**src/sv/npcm_pkg.sv**
```systemverilog
`default_nettype none
// ---------------------------------------------------------------------------
// npcm_pkg
// shared types, constants and helpers for the nearest palette color match
// ---------------------------------------------------------------------------
package npcm_pkg;

   localparam int PALETTE_ENTRIES = 256;
   localparam int COLOR_W         = 8;
   localparam int INDEX_W         = 8;
   localparam int DIST_W          = 10;

   localparam logic [COLOR_W-1:0] RESET_THRESHOLD   = 8'd220;
   localparam logic [INDEX_W-1:0] TRANSPARENT_INDEX = 8'd255;

   localparam logic FUNC_WRITE = 1'b0;
   localparam logic FUNC_MATCH = 1'b1;

   typedef struct packed {
      logic               func;
      logic [INDEX_W-1:0] entry_index;
      logic [COLOR_W-1:0] red;
      logic [COLOR_W-1:0] green;
      logic [COLOR_W-1:0] blue;
   } req_type;

   typedef struct packed {
      logic [INDEX_W-1:0] color_index;
      logic               transparent;
   } rsp_type;

   // palette write broadcast to every cell
   typedef struct packed {
      logic               en;
      logic [INDEX_W-1:0] index;
      logic [COLOR_W-1:0] red;
      logic [COLOR_W-1:0] green;
      logic [COLOR_W-1:0] blue;
   } pal_wr_type;

   // search token handed from cell to cell
   typedef struct packed {
      logic               valid;
      logic [COLOR_W-1:0] red;
      logic [COLOR_W-1:0] green;
      logic [COLOR_W-1:0] blue;
      logic [DIST_W-1:0]  best_dist;
      logic [INDEX_W-1:0] best_idx;
   } token_type;

   function automatic logic [COLOR_W-1:0] abs_diff(input logic [COLOR_W-1:0] a,
                                                   input logic [COLOR_W-1:0] b);
      return (a > b) ? (a - b) : (b - a);
   endfunction

endpackage : npcm_pkg
`default_nettype wire

```
**src/sv/npcm_cell.sv**
```systemverilog
`default_nettype none
// ---------------------------------------------------------------------------
// npcm_cell
// one palette entry plus one stage of the search chain
// ---------------------------------------------------------------------------
module npcm_cell
   import npcm_pkg::*;
(
   input  wire logic               clock,
   input  wire logic               reset,
   input  wire logic [INDEX_W-1:0] cell_index,
   input  wire pal_wr_type         pal_wr,
   input  wire token_type          tok_in,
   output token_type               tok_out
);

   logic [COLOR_W-1:0] entry_r_ff, entry_g_ff, entry_b_ff;
   token_type          tok_ff, tok_in_next;
   logic [DIST_W-1:0]  entry_gap;

   always_ff @(posedge clock) begin
      if (reset) begin
         entry_r_ff <= '0;
         entry_g_ff <= '0;
         entry_b_ff <= '0;
      end else if (pal_wr.en && (pal_wr.index == cell_index)) begin
         entry_r_ff <= pal_wr.red;
         entry_g_ff <= pal_wr.green;
         entry_b_ff <= pal_wr.blue;
      end
   end

   // manhattan distance to this entry
   assign entry_gap = DIST_W'(abs_diff(tok_in.red, entry_r_ff))
                    + DIST_W'(abs_diff(tok_in.green, entry_g_ff))
                    + DIST_W'(abs_diff(tok_in.blue, entry_b_ff));

   always_comb begin
      tok_in_next = tok_in;
      // strict less keeps the lower index on a tie
      if (entry_gap < tok_in.best_dist) begin
         tok_in_next.best_dist = entry_gap;
         tok_in_next.best_idx  = cell_index;
      end
   end

   always_ff @(posedge clock) begin
      if (reset) begin
         tok_ff.valid <= 1'b0;
      end else begin
         tok_ff.valid <= tok_in.valid;
      end
      tok_ff.red       <= tok_in_next.red;
      tok_ff.green     <= tok_in_next.green;
      tok_ff.blue      <= tok_in_next.blue;
      tok_ff.best_dist <= tok_in_next.best_dist;
      tok_ff.best_idx  <= tok_in_next.best_idx;
   end

   assign tok_out = tok_ff;

endmodule : npcm_cell
`default_nettype wire
```
**config.mk**
```make
export PLATFORM = sky130hd
export DESIGN_NAME = npcm_cell
export DESIGN_NICKNAME = d
export VERILOG_FILES = /design/src/sv/npcm_pkg.sv /design/src/sv/npcm_cell.sv
export SDC_FILE = /design/constraint.sdc
export NUM_CORES = 1
export LEC_CHECK = 0
export ABC_CLOCK_PERIOD_IN_PS = 6200
export BUFFER_PORTS_ARGS = -buffer_cell sky130_fd_sc_hd__clkbuf_2
export CAP_MARGIN = 20
export CELL_PAD_IN_SITES_DETAIL_PLACEMENT = 0
export CELL_PAD_IN_SITES_GLOBAL_PLACEMENT = 1
export CORE_UTILIZATION = 41
export CTS_BUF_LIST = sky130_fd_sc_hd__clkbuf_2
export CTS_CLUSTER_DIAMETER = 50
export DETAILED_ROUTE_END_ITERATION = 16
export PLACE_DENSITY = 0.82
export SYNTH_ARGS = -nofsm -noshare
export SYNTH_HDL_FRONTEND = slang
export SYNTH_SLANG_ARGS = --single-unit
```
**constraint.sdc**
```tcl
create_clock -name clock -period 6.2 [get_ports clock]
set_input_delay 0.31 -clock clock [delete_from_list [all_inputs] [get_ports clock]]
set_output_delay 0.31 -clock clock [all_outputs]
set_load 0.05 [all_outputs]
```
Word-level counts from Yosys, hierarchy flattened
Index checks and enable logic that the tools add are counted.
- register bits: 67
- bits of input ports: 86
- output and inout port bits: 43
- add/subtract/negate cells: 8
- $lt $le $gt $ge: 4
- equal/unequal tests: 1
- muxes and demuxes: 4
- reductions and logical operators: 1
- operators by type and width (kind ; number):
    subtractor 8 bit ; 6
    greater-than comparator 8 bit ; 3
    2-to-1 mux 8 bit ; 3
    2-to-1 mux 18 bit ; 1
    adder 9 x 8 -> 10 bit ; 1
    less-than comparator 10 bit ; 1
    adder 8 x 8 -> 9 bit ; 1
    equality test 8 bit ; 1
    logical AND 1 bit ; 1

Longest topological paths before layout
Gate-level depths: netlist of the first run.
- depth after elaboration: 6
- mapped depth: 25

Worst setup path before layout of the first run
Ideal clock, no wire load.
- path kind: in2reg
- start point: input tok_in[18] (netlist name)
- end point: register tok_ff, in the netlist tok_out[10]
- library setup time: 123 ps
- arrival: 5005 ps
- path slack: 1071 ps
- cell stages on the path: 22
- buffers on the path: 2
- cell sequence: inv_1 ha_1 inv_1 fa_1 nand3_1 a21boi_1 o41ai_4 mux2_1 fa_1 ha_1 fa_1 a21oi_1 or2_0 a21boi_0 o21a_1 ha_1 and4_1 a21oi_1 o211a_1 buf_4 buf_4 mux2_1
- RTL lines (what ; line ; source):
    start, declared ; npcm_cell.sv:13 ; input wire token_type tok_in,
    end, declared ; npcm_cell.sv:18 ; token_type tok_ff, tok_in_next;

==> results of run 1 <==
==> synth_stat cells, types with 3 or more instances <==
| library cell | n |
|---|---|
| o21ai_0 | 8 |
| mux2_1 | 22 |
| nand4_1 | 5 |
| a211oi_1 | 10 |
| o21a_1 | 3 |
| a21oi_1 | 25 |
| fa_1 | 15 |
| dfxtp_1 | 67 |
| xnor2_1 | 15 |
| inv_1 | 76 |
| nand2_1 | 18 |
| nor2b_1 | 6 |
| nand3_1 | 13 |
| and4_1 | 3 |
| a311oi_1 | 4 |
| nand3b_1 | 4 |
| xor2_1 | 12 |
| mux2i_1 | 38 |
| buf_2 | 5 |
| nor2_1 | 35 |
| ha_1 | 61 |
| clkbuf_1 | 12 |
| nand2b_1 | 3 |
| nor3_1 | 3 |
| a31oi_1 | 10 |
| a21o_1 | 12 |
| o221ai_1 | 3 |
==> routing by layer <==
metal | routed length (µm) | vias up | GRT usage | part of all wire
met5 | 0 | - | 0 | 0
met1 | 5330 | 1912 | 0.235 | 0.45
met4 | 251 | 0 | 0.0762 | 0.021
met3 | 582 | 22 | 0.0504 | 0.050
li1 | - | 2152 | - | -
met2 | 5570 | 116 | 0.340 | 0.47
==> cell families (layout without fill, tap and decap cells) <==
group | Yosys count | count (layout) | synth area share
compound gates | 91 | 91 | 0.132
xor+xnor | 27 | 27 | 0.0496
fa+ha+maj | 76 | 76 | 0.223
buf+inv | 96 | 299 | 0.0801
flops | 67 | 67 | 0.281
mux | 62 | 62 | 0.137
other cells | 0 | 3 | 0
simple gates | 95 | 95 | 0.0977
==> flip-flops by register name, indices dropped and copies added (netlist names) <==
register,cells
entry_b_ff,8
entry_g_ff,8
tok_out,43
entry_r_ff,8
==> timing repair <==
item | CTS | global route
hold buffers | 75 | 0
buffers inserted | 0 | 2
setup endpoints to repair | 0 | 8
hold endpoints to repair | 67 | 0
gates resized for setup | 0 | 4
==> area by class of cell <==
class	instances	area [µm²]	share of cell area
clock buffer	9	45.0	0.00704
clock inverter	7	58.8	0.00919
multi-input combinational	351	3060	0.478
sequential	67	1340	0.210
antenna	3	7.51	0.00117
tap	143	179	0.0280
inverter	76	285	0.0446
timing repair buffer	207	1430	0.223
==> worst max path at each step <==
stage	start	end	slack (ps)	cells after the start
final	tok_in[34]	tok_out[4]	230	24
after global routing	entry_r_ff[0]	tok_out[7]	40	22
after CTS	entry_b_ff[0]	tok_out[5]	140	21
after detailed placement	tok_in[18]	tok_out[17]	620	22
after global placement	tok_in[18]	tok_out[17]	750	23
after floorplan	tok_in[18]	tok_out[10]	1070	22
==> power by group through the flow <==
stage / sequential (mW) / clock (mW) / combinational, mW
6_report: 0.526 / 0.250 / 1.10
2_1_floorplan: 0.784 / 0 / 0.531
3_5_place_dp: 0.536 / 0 / 0.994
3_3_place_gp: 0.534 / 0 / 0.976
5_1_grt: 0.533 / 0.281 / 1.20
4_1_cts: 0.526 / 0.262 / 1.09
==> results.yml, run 1 <==
placement:
  placedInstanceArea_um2: 5510
  place_hpwl_um: 8570
  gp_routability_congestion: 0.852
  number_of_port_buffers: 128
  pre_cts_slack_ps: 615
  placed_cells_incl_taps: 767
setup_path:
  critical_path.reg2reg.startpoint: "entry_r_ff[0]"
  path_delay_family: "adder cells"
  cp_num_buf_inv: 6
  cp-start-kind: "input pin"
  slowest_delay_ps: 560
  timing.reg2reg.setup_slack_ps: 310
  endpoint_kind: "register"
  timing.reg2reg.worst_path_depth: 21
  critical-path-slowest-cell: "dlygate4sd3_1"
  worst_r2r_endpoint: "tok_out[4]"
  worst_ep_arrival_time_ps: 6440
  critical_path_class: "in2reg"
  highest_fanout_seen_on_the_critical_path: 18
  cp_data_required_time_ps: 6670
  ordered_list_of_cells_on_the_worst_path: "dlygate4sd3_1 > clkbuf_2 > inv_1 > ha_1 > inv_1 > fa_1 > nand3_1 > a21oi_1 > o31a_2 > mux2_1 > fa_1 > ha_1 > fa_1 > a21oi_1 > or2_0 > a21boi_0 > o21a_1 > ha_1 > and4_1 > a21oi_1 > o211a_1 > buf_6 > mux2_1 > dlygate4sd3_1"
hold_path:
  hold_end: "entry_b_ff[0]"
  hold_path_depth: 2
  timing.hold.worst.start: "reset"
  timing.hold.worst.class: "in2reg"
sta:
  finalSetupViolations: 0
  postLayoutSetupSlackWorst_ps: 230
  worst_pin_slew_ps: 646
  final_min_period_over_clock_period: 0.963
  max_clock_freq_mhz: 168
  rsz0062_at_grt: "false"
  hold_ws_ps: 343
  clock_skew_ps: 27.4
  fin_max_slew_vios: 0
  max-slew-margin-rel: 0.570
  hold_violations: 0
  post-route-min-period_ps: 5970
  tns_ps: 0
floorplan:
  coreArea_um2: 11400
  floorplan.initialDensity: 0.419
  die_h_um: 110
  rows: 39
  die_w_um: 110
  boundaryPins: 129
  dieArea_um2: 12100
logic_synthesis:
  synthArstFlopShare: 0
  synth_area_um2: 4770
  post_synth_num_cell_types: 48
  postSynthRegisterBits: 67
  seq_area_frac_synth: 0.281
  synth.area.top_cells: "dfxtp_1, ha_1, mux2i_1"
  synth-edff-count: 0
  ys_dominant_reg_cell: "dfxtp_1"
  count_of_mapped_cells_out_of_synthesis: 514
  mapped_nets: 676
  syn-mean-instance-area_um2: 9.27
  synthDominantAreaCellType: "dfxtp_1"
  ys.warnings.count: 0
  netlist.area_leader.share: 0.281
global_route:
  grt-ovfl-total: 0
  groute.usage.overall: 0.198
  grt_max_degree: 26
  grt_pass1_vias: 4082
  initial_antenna_violation_count: 1
  grt_pass1_wl_um: 18300
clocking:
  clkLatencyLatePin_ps: 560
  cts_made_buffers: 9
  clock_path_buffers: 2
  cts.htree.levels: 3
  clk_transition_reported_paths_ps: 200
  cts.sink_count: 67
  clk_root_buffer_cell: "clkbuf_2"
  tritoncts_clock_tree: "yes"
power:
  power.leakage_nw: 3.04
  seqPwrFrac: 0.281
  power.density_cell_area_nw_per_um2: 293
  power_report.internal_total_mw: 1.04
  power.clock.fraction: 0.133
  vdd_drop_max_mv: 0.306
  combinational_fraction_of_design_power: 0.586
  power.switching_fraction: 0.447
  post-layout-total-power_mw: 1.87
  power.switching_mw: 0.838
routing:
  drc_errors: 0
  vias: 4202
  dr.pass1.iters: 4
  drt-wirelength-per-cell_um: 13.6
  wirelength_um: 11700
  number_of_drc_markers_in_iteration_0: 194
  antenna_violating_nets_post_route: 0
  routed_via_count_divided_by_cell_count: 4.87
flow_run:
  timing.max_cap.violations: 0
cells_and_area:
  syn2layout_area_growth_pct: 34.3
  final_util: 0.563
  design.final.nets: 874
  final_layout_size_suffix_gt1_frac: 0.215
  final-instance-count-excl-fill: 863
  final.fill_count: 1038
  finish.instance_area_um2: 6400
  layout.cells.most_common_list: "clkbuf_2, inv_1, dlygate4sd3_1, dfxtp_1, ha_1"
  layout.cells.most_common: "clkbuf_2"
status:
  status: "complete, no violations"
No activity file was read; power rests on OpenSTA's default activity.
==> run 2: changes to the inputs <==
--- a/config.mk
+++ b/config.mk
@@ -5,16 +5,18 @@
 export SDC_FILE = /design/constraint.sdc
 export NUM_CORES = 1
 export LEC_CHECK = 0
+export ABC_AREA = 1
 export ABC_CLOCK_PERIOD_IN_PS = 6200
 export BUFFER_PORTS_ARGS = -buffer_cell sky130_fd_sc_hd__clkbuf_2
 export CAP_MARGIN = 20
 export CELL_PAD_IN_SITES_DETAIL_PLACEMENT = 0
 export CELL_PAD_IN_SITES_GLOBAL_PLACEMENT = 1
-export CORE_UTILIZATION = 41
+export CORE_UTILIZATION = 39
 export CTS_BUF_LIST = sky130_fd_sc_hd__clkbuf_2
 export CTS_CLUSTER_DIAMETER = 50
 export DETAILED_ROUTE_END_ITERATION = 16
 export PLACE_DENSITY = 0.82
+export RECOVER_POWER = 25
 export SYNTH_ARGS = -nofsm -noshare
 export SYNTH_HDL_FRONTEND = slang
 export SYNTH_SLANG_ARGS = --single-unit
==> results.yml, run 2 <==
clocking:
  clkLatencyLatePin_ps: 560
  cts.htree.levels: 3
  clk_transition_reported_paths_ps: 200
  post_cts_buffers: 0
  cts_made_buffers: 9
  clk_root_buffer_cell: "clkbuf_2"
  tritoncts_clock_tree: "yes"
  cts.sink_count: 67
  clock_path_buffers: 2
  cts_resized: 0
cells_and_area:
  layout.cells.most_common_list: "nand2_1, inv_1, clkbuf_2, nor2_1, nand3_1"
  finish.instance_area_um2: 6980
  max_reg_flops: 43
  multiInputGateArea_um2: 3280
  syn2layout_area_growth_pct: 28.7
  final_layout_size_suffix_gt1_frac: 0.125
  seq_area_um2: 1340
  final.fill_count: 1453
  layout.cells.most_common: "nand2_1"
  design.final.nets: 1189
power:
  power.density_cell_area_nw_per_um2: 281
  post-layout-total-power_mw: 1.96
  vdd_drop_max_mv: 0.255
  power.leakage_nw: 3.93
placement:
  gp_routability_congestion: 0.827
  place_hpwl_um: 10400
  placedInstanceArea_um2: 6150
  number_of_port_buffers: 128
floorplan:
  die_h_um: 120
  boundaryPins: 129
  coreArea_um2: 13400
  floorplan.initialDensity: 0.404
  die_w_um: 120
  dieArea_um2: 14400
  rows: 42
sta:
  worst_pin_slew_ps: 854
  post-route-min-period_ps: 5440
  clock_skew_ps: 21.9
  fin_max_slew_vios: 0
  max-slew-margin-rel: 0.429
  rsz0062_at_grt: "false"
  final_min_period_over_clock_period: 0.878
  hold_violations: 0
  max_clock_freq_mhz: 184
  finalSetupViolations: 0
  tns_ps: 0
setup_path:
  cp_num_buf_inv: 8
  slowest_delay_ps: 570
  worst_path_most_repeated_cell: "nand2_1"
  highest_fanout_seen_on_the_critical_path: 22
  path_delay_family: "adder cells"
  critical_path_class: "in2reg"
  cp-start-kind: "input pin"
  timing.reg2reg.worst_path_depth: 28
  worst_ep_arrival_time_ps: 5920
  endpoint_kind: "register"
  cp_data_required_time_ps: 6680
  critical-path-slowest-cell: "dlygate4sd3_1"
  critical_path_depth: 31
logic_synthesis:
  synth_area_um2: 5420
  synth-edff-count: 0
  mapped_nets: 999
  seq_area_frac_synth: 0.247
  ys_dominant_reg_cell: "dfxtp_1"
  synth.area.top_cells: "dfxtp_1, nand2_1, ha_1"
  postSynthRegisterBits: 67
  netlist.area_leader.share: 0.247
  synthArstFlopShare: 0
  syn-mean-instance-area_um2: 6.48
  post-synth-top-count-cell: "nand2_1"
  post_synth_num_cell_types: 30
  synthDominantAreaCellType: "dfxtp_1"
  count_of_mapped_cells_out_of_synthesis: 837
  ys.warnings.count: 0
  synthTopCellsByCount: "nand2_1, inv_1, nor2_1, nand3_1, dfxtp_1"
routing:
  dr.pass1.iters: 5
  drc_errors: 0
  vias: 5275
  number_of_drc_markers_in_iteration_0: 168
  antenna_violating_nets_post_route: 0
  routed_via_count_divided_by_cell_count: 4.37
  wirelength_um: 13200
  drt-wirelength-per-cell_um: 11.0
global_route:
  groute.usage.overall: 0.195
  initial_antenna_violation_count: 1
  grt_max_degree: 25
  grt-ovfl-total: 0
  grt_pass1_vias: 5035
  grt_pass1_wl_um: 22000
hold_path:
  hold_path_depth: 5
  timing.hold.worst.class: "in2reg"
flow_run:
  timing.max_cap.violations: 0
status:
  status: "complete, no violations"
-- run 2: through the flow --
stage	hold WS [ps]	std cells	setup WS [ps]	util
finish	64.8	1208	757	0.521
global placement	441	1122	1370	0.459
detailed placement	444	1122	1250	0.459
floorplan	338	837	2020	-
global route	29.7	1208	301	0.521
CTS	0.913	1207	780	0.523
-- run 2: power breakdown --
group	switching [mW]	internal (mW)	leakage, nW
clock	0.166	0.173	0.0880
sequential	0.0185	0.508	0.556
combinational	0.711	0.383	3.29
-- run 2: tightest hold or removal path, stage by stage --
cell      delay [ps]
clkbuf_2          80
inv_1             40
nand3_1           60
nand2_1           60
nor2_1            30
-- run 2: worst paths after layout --
| check | from | slack, ps | end |
|---|---|---|---|
| min | pal_wr[12] | 60 | entry_g_ff[4] |
| min reg2reg | entry_g_ff[7] | 500 | entry_g_ff[7] |
| max | tok_in[34] | 760 | tok_out[6] |
| max reg2reg | entry_r_ff[0] | 790 | tok_out[6] |
-- run 2: cell families (layout without fill, tap and decap cells) --
kind of cell	after synthesis	in the layout	share of synthesized area
and+or+nand+nor	414	414	0.313
buffers and inverters	196	390	0.148
adders and majority gates	76	76	0.196
DFF	67	67	0.247
AOI/OAI and AO/OA	65	65	0.0644
xor gates and xnor gates	19	19	0.0307
other	0	1	0
-- run 2: layout make-up --
class,count,area share
Clock inverter,5,0.0147
Timing Repair Buffer,200,0.190
Clock buffer,10,0.00717
Antenna cell,1,0.000359
Sequential cell,67,0.192
Inverter,175,0.0942
Tap cell,176,0.0316
Multi-Input combinational cell,574,0.470
-- run 2: timing repair --
item                                    CTS  global route
hold buffers                             70             0
endpoints found under the setup margin    0             0
endpoints found under the hold margin    61             0
-- run 2: layer usage --
layer  wire length [µm]  vias up  GRT usage
met5                  0        -          0
met4                121        0     0.0516
met3                599       12     0.0509
met2               6110      113      0.328
met1               6410     2246      0.245
li1                   -     2904          -
==> run 3: changes to the inputs <==
--- a/config.mk
+++ b/config.mk
@@ -6,7 +6,7 @@
 export NUM_CORES = 1
 export LEC_CHECK = 0
 export ABC_AREA = 1
-export ABC_CLOCK_PERIOD_IN_PS = 6200
+export ABC_CLOCK_PERIOD_IN_PS = 6100
 export BUFFER_PORTS_ARGS = -buffer_cell sky130_fd_sc_hd__clkbuf_2
 export CAP_MARGIN = 20
 export CELL_PAD_IN_SITES_DETAIL_PLACEMENT = 0
==> constraint.sdc (replaced) <==
create_clock -name clock -period 6.1 [get_ports clock]
set_input_delay 0.305 -clock clock [delete_from_list [all_inputs] [get_ports clock]]
set_output_delay 0.305 -clock clock [all_outputs]
set_load 0.05 [all_outputs]
==> results.yml, run 3 (synthesis results as in run 2) <==
routing:
  routed_via_count_divided_by_cell_count: 4.38
  vias: 5300
  dr.pass1.iters: 5
  drt-wirelength-per-cell_um: 11.1
  wirelength_um: 13400
  antenna_violating_nets_post_route: 0
  drc_errors: 0
  number_of_drc_markers_in_iteration_0: 160
power:
  vdd_drop_max_mv: 0.197
  post-layout-total-power_mw: 1.90
  combinational_fraction_of_design_power: 0.583
  power.density_cell_area_nw_per_um2: 275
  power.leakage_nw: 3.91
  seqPwrFrac: 0.281
  power_report.internal_total_mw: 0.998
  power.clock.fraction: 0.136
  power.switching_mw: 0.906
  power.switching_fraction: 0.476
clocking:
  clock_path_buffers: 2
  cts_hold_buffers: 71
  cts_resized: 0
  clk_root_buffer_cell: "clkbuf_2"
  post_cts_buffers: 0
  clk_transition_reported_paths_ps: 180
  cts_made_buffers: 9
  cts.sink_count: 67
  tritoncts_clock_tree: "yes"
  cts.htree.levels: 3
  clkLatencyLatePin_ps: 570
sta:
  hold_violations: 0
  worst_pin_slew_ps: 824
  rsz0062_at_grt: "false"
  max_clock_freq_mhz: 182
  fin_max_slew_vios: 0
  clock_skew_ps: 22.8
  max-slew-margin-rel: 0.449
  post-route-min-period_ps: 5480
  tns_ps: 0
  finalSetupViolations: 0
  hold_ws_ps: 70.3
  final_min_period_over_clock_period: 0.899
setup_path:
  critical-path-slowest-cell: "dlygate4sd3_1"
  endpoint_kind: "register"
  timing.reg2reg.setup_slack_ps: 660
  critical_path.reg2reg.startpoint: "entry_r_ff[0]"
  highest_fanout_seen_on_the_critical_path: 22
  worst_r2r_endpoint: "tok_out[3]"
  worst_ep_arrival_time_ps: 5970
  cp-start-kind: "input pin"
  timing.reg2reg.worst_path_depth: 28
  critical_path_class: "in2reg"
  worst_path_most_repeated_cell: "nand2_1"
  cp_data_required_time_ps: 6580
  slowest_delay_ps: 570
global_route:
  grt.busiest_layer: "met2"
  global_route.usage.met3: 0.0371
  initial_antenna_violation_count: 1
  groute.usage.overall: 0.195
  grt_use_met2: 0.327
  gr-usage-met1: 0.242
  grt-ovfl-total: 0
  grt_pass1_wl_um: 22000
  grt_max_degree: 25
  grt_pass1_vias: 5021
cells_and_area:
  finish.instance_area_um2: 6930
  layout.cells.most_common: "nand2_1"
  syn2layout_area_growth_pct: 27.9
  final.fill_count: 1375
  design.final.nets: 1190
  layout.cells.most_common_list: "nand2_1, inv_1, clkbuf_2, nor2_1"
  max_reg_flops: 43
  final_util: 0.517
  final_layout_size_suffix_gt1_frac: 0.123
hold_path:
  hold_end: "entry_r_ff[4]"
  hold_path_depth: 5
  timing.hold.worst.class: "in2reg"
  timing.hold.worst.start: "pal_wr[20]"
flow_run:
  timing.max_cap.violations: 0
placement:
  number_of_port_buffers: 128
  placedInstanceArea_um2: 6150
  place_hpwl_um: 10400
  gp_routability_congestion: 0.824
floorplan:
  coreArea_um2: 13400
  die_h_um: 120
  dieArea_um2: 14400
  rows: 42
  floorplan.initialDensity: 0.404
  die_w_um: 120
  boundaryPins: 129
status:
  status: "complete, no violations"
[run 3: cell types whose count changed in the layout (fill, tap and decap cells not counted)]
cell and delta:
bufinv_16 -2, dlygate4sd3_1 +1, clkbuf_2 +1, clkinvlp_4 -1
clkinv_1 +2
[run 3: final cells by class]
cell class,count,area [µm²],area share
sequential,67,1340,0.194
clock inverter,4,42.5,0.00614
multi-input combinational,574,3280,0.473
timing repair buffer,201,1340,0.193
clock buffer,11,55.1,0.00794
antenna,1,2.50,0.000361
inverter,175,657,0.0948
tap,176,220,0.0318
[run 3: worst max-delay path by stage]
stage	to	start	cells past startpoint	slack (ps)
finish	tok_out[3]	tok_in[34]	31	620
global route	tok_out[3]	tok_in[34]	34	220
CTS	tok_out[3]	entry_r_ff[0]	28	690
detailed placement	tok_out[4]	tok_in[34]	29	1140
global placement	tok_out[4]	tok_in[34]	29	1280
floorplan	tok_out[10]	tok_in[34]	27	1920
[run 3: metal layers]
metal / share of wire / wire length (µm) / up-vias
met5: 0 / 0 / -
met4: 0.021 / 284 / 0
met3: 0.041 / 549 / 20
met2: 0.46 / 6120 / 118
met1: 0.48 / 6420 / 2249
li1: - / - / 2913
[run 3: worst max-delay path: cells and delay by family]
| kind | cells | cell delay, ps |
|---|---|---|
| adder cells (fa/ha/maj) | 6 | 1950 |
| buffers and inverters | 8 | 1830 |
| AND/OR/NAND/NOR | 14 | 1490 |
| AO/OA/AOI/OAI | 3 | 380 |
[run 3: per-stage QoR]
| stage | setup slack [ps] | instances |
|---|---|---|
| after floorplan | 1920 | 837 |
| after global placement | 1280 | 1122 |
| after detailed placement | 1140 | 1122 |
| after CTS | 692 | 1208 |
| after global routing | 219 | 1209 |
| final | 617 | 1209 |
[run 3: power by group through the flow]
stage	clock network, mW	registers, mW	logic [mW]
final	0.258	0.535	1.11
after global routing	0.286	0.540	1.24
after CTS	0.270	0.535	1.12
after detailed placement	0	0.544	1.02
after global placement	0	0.545	1.02
after floorplan	0	0.794	0.551
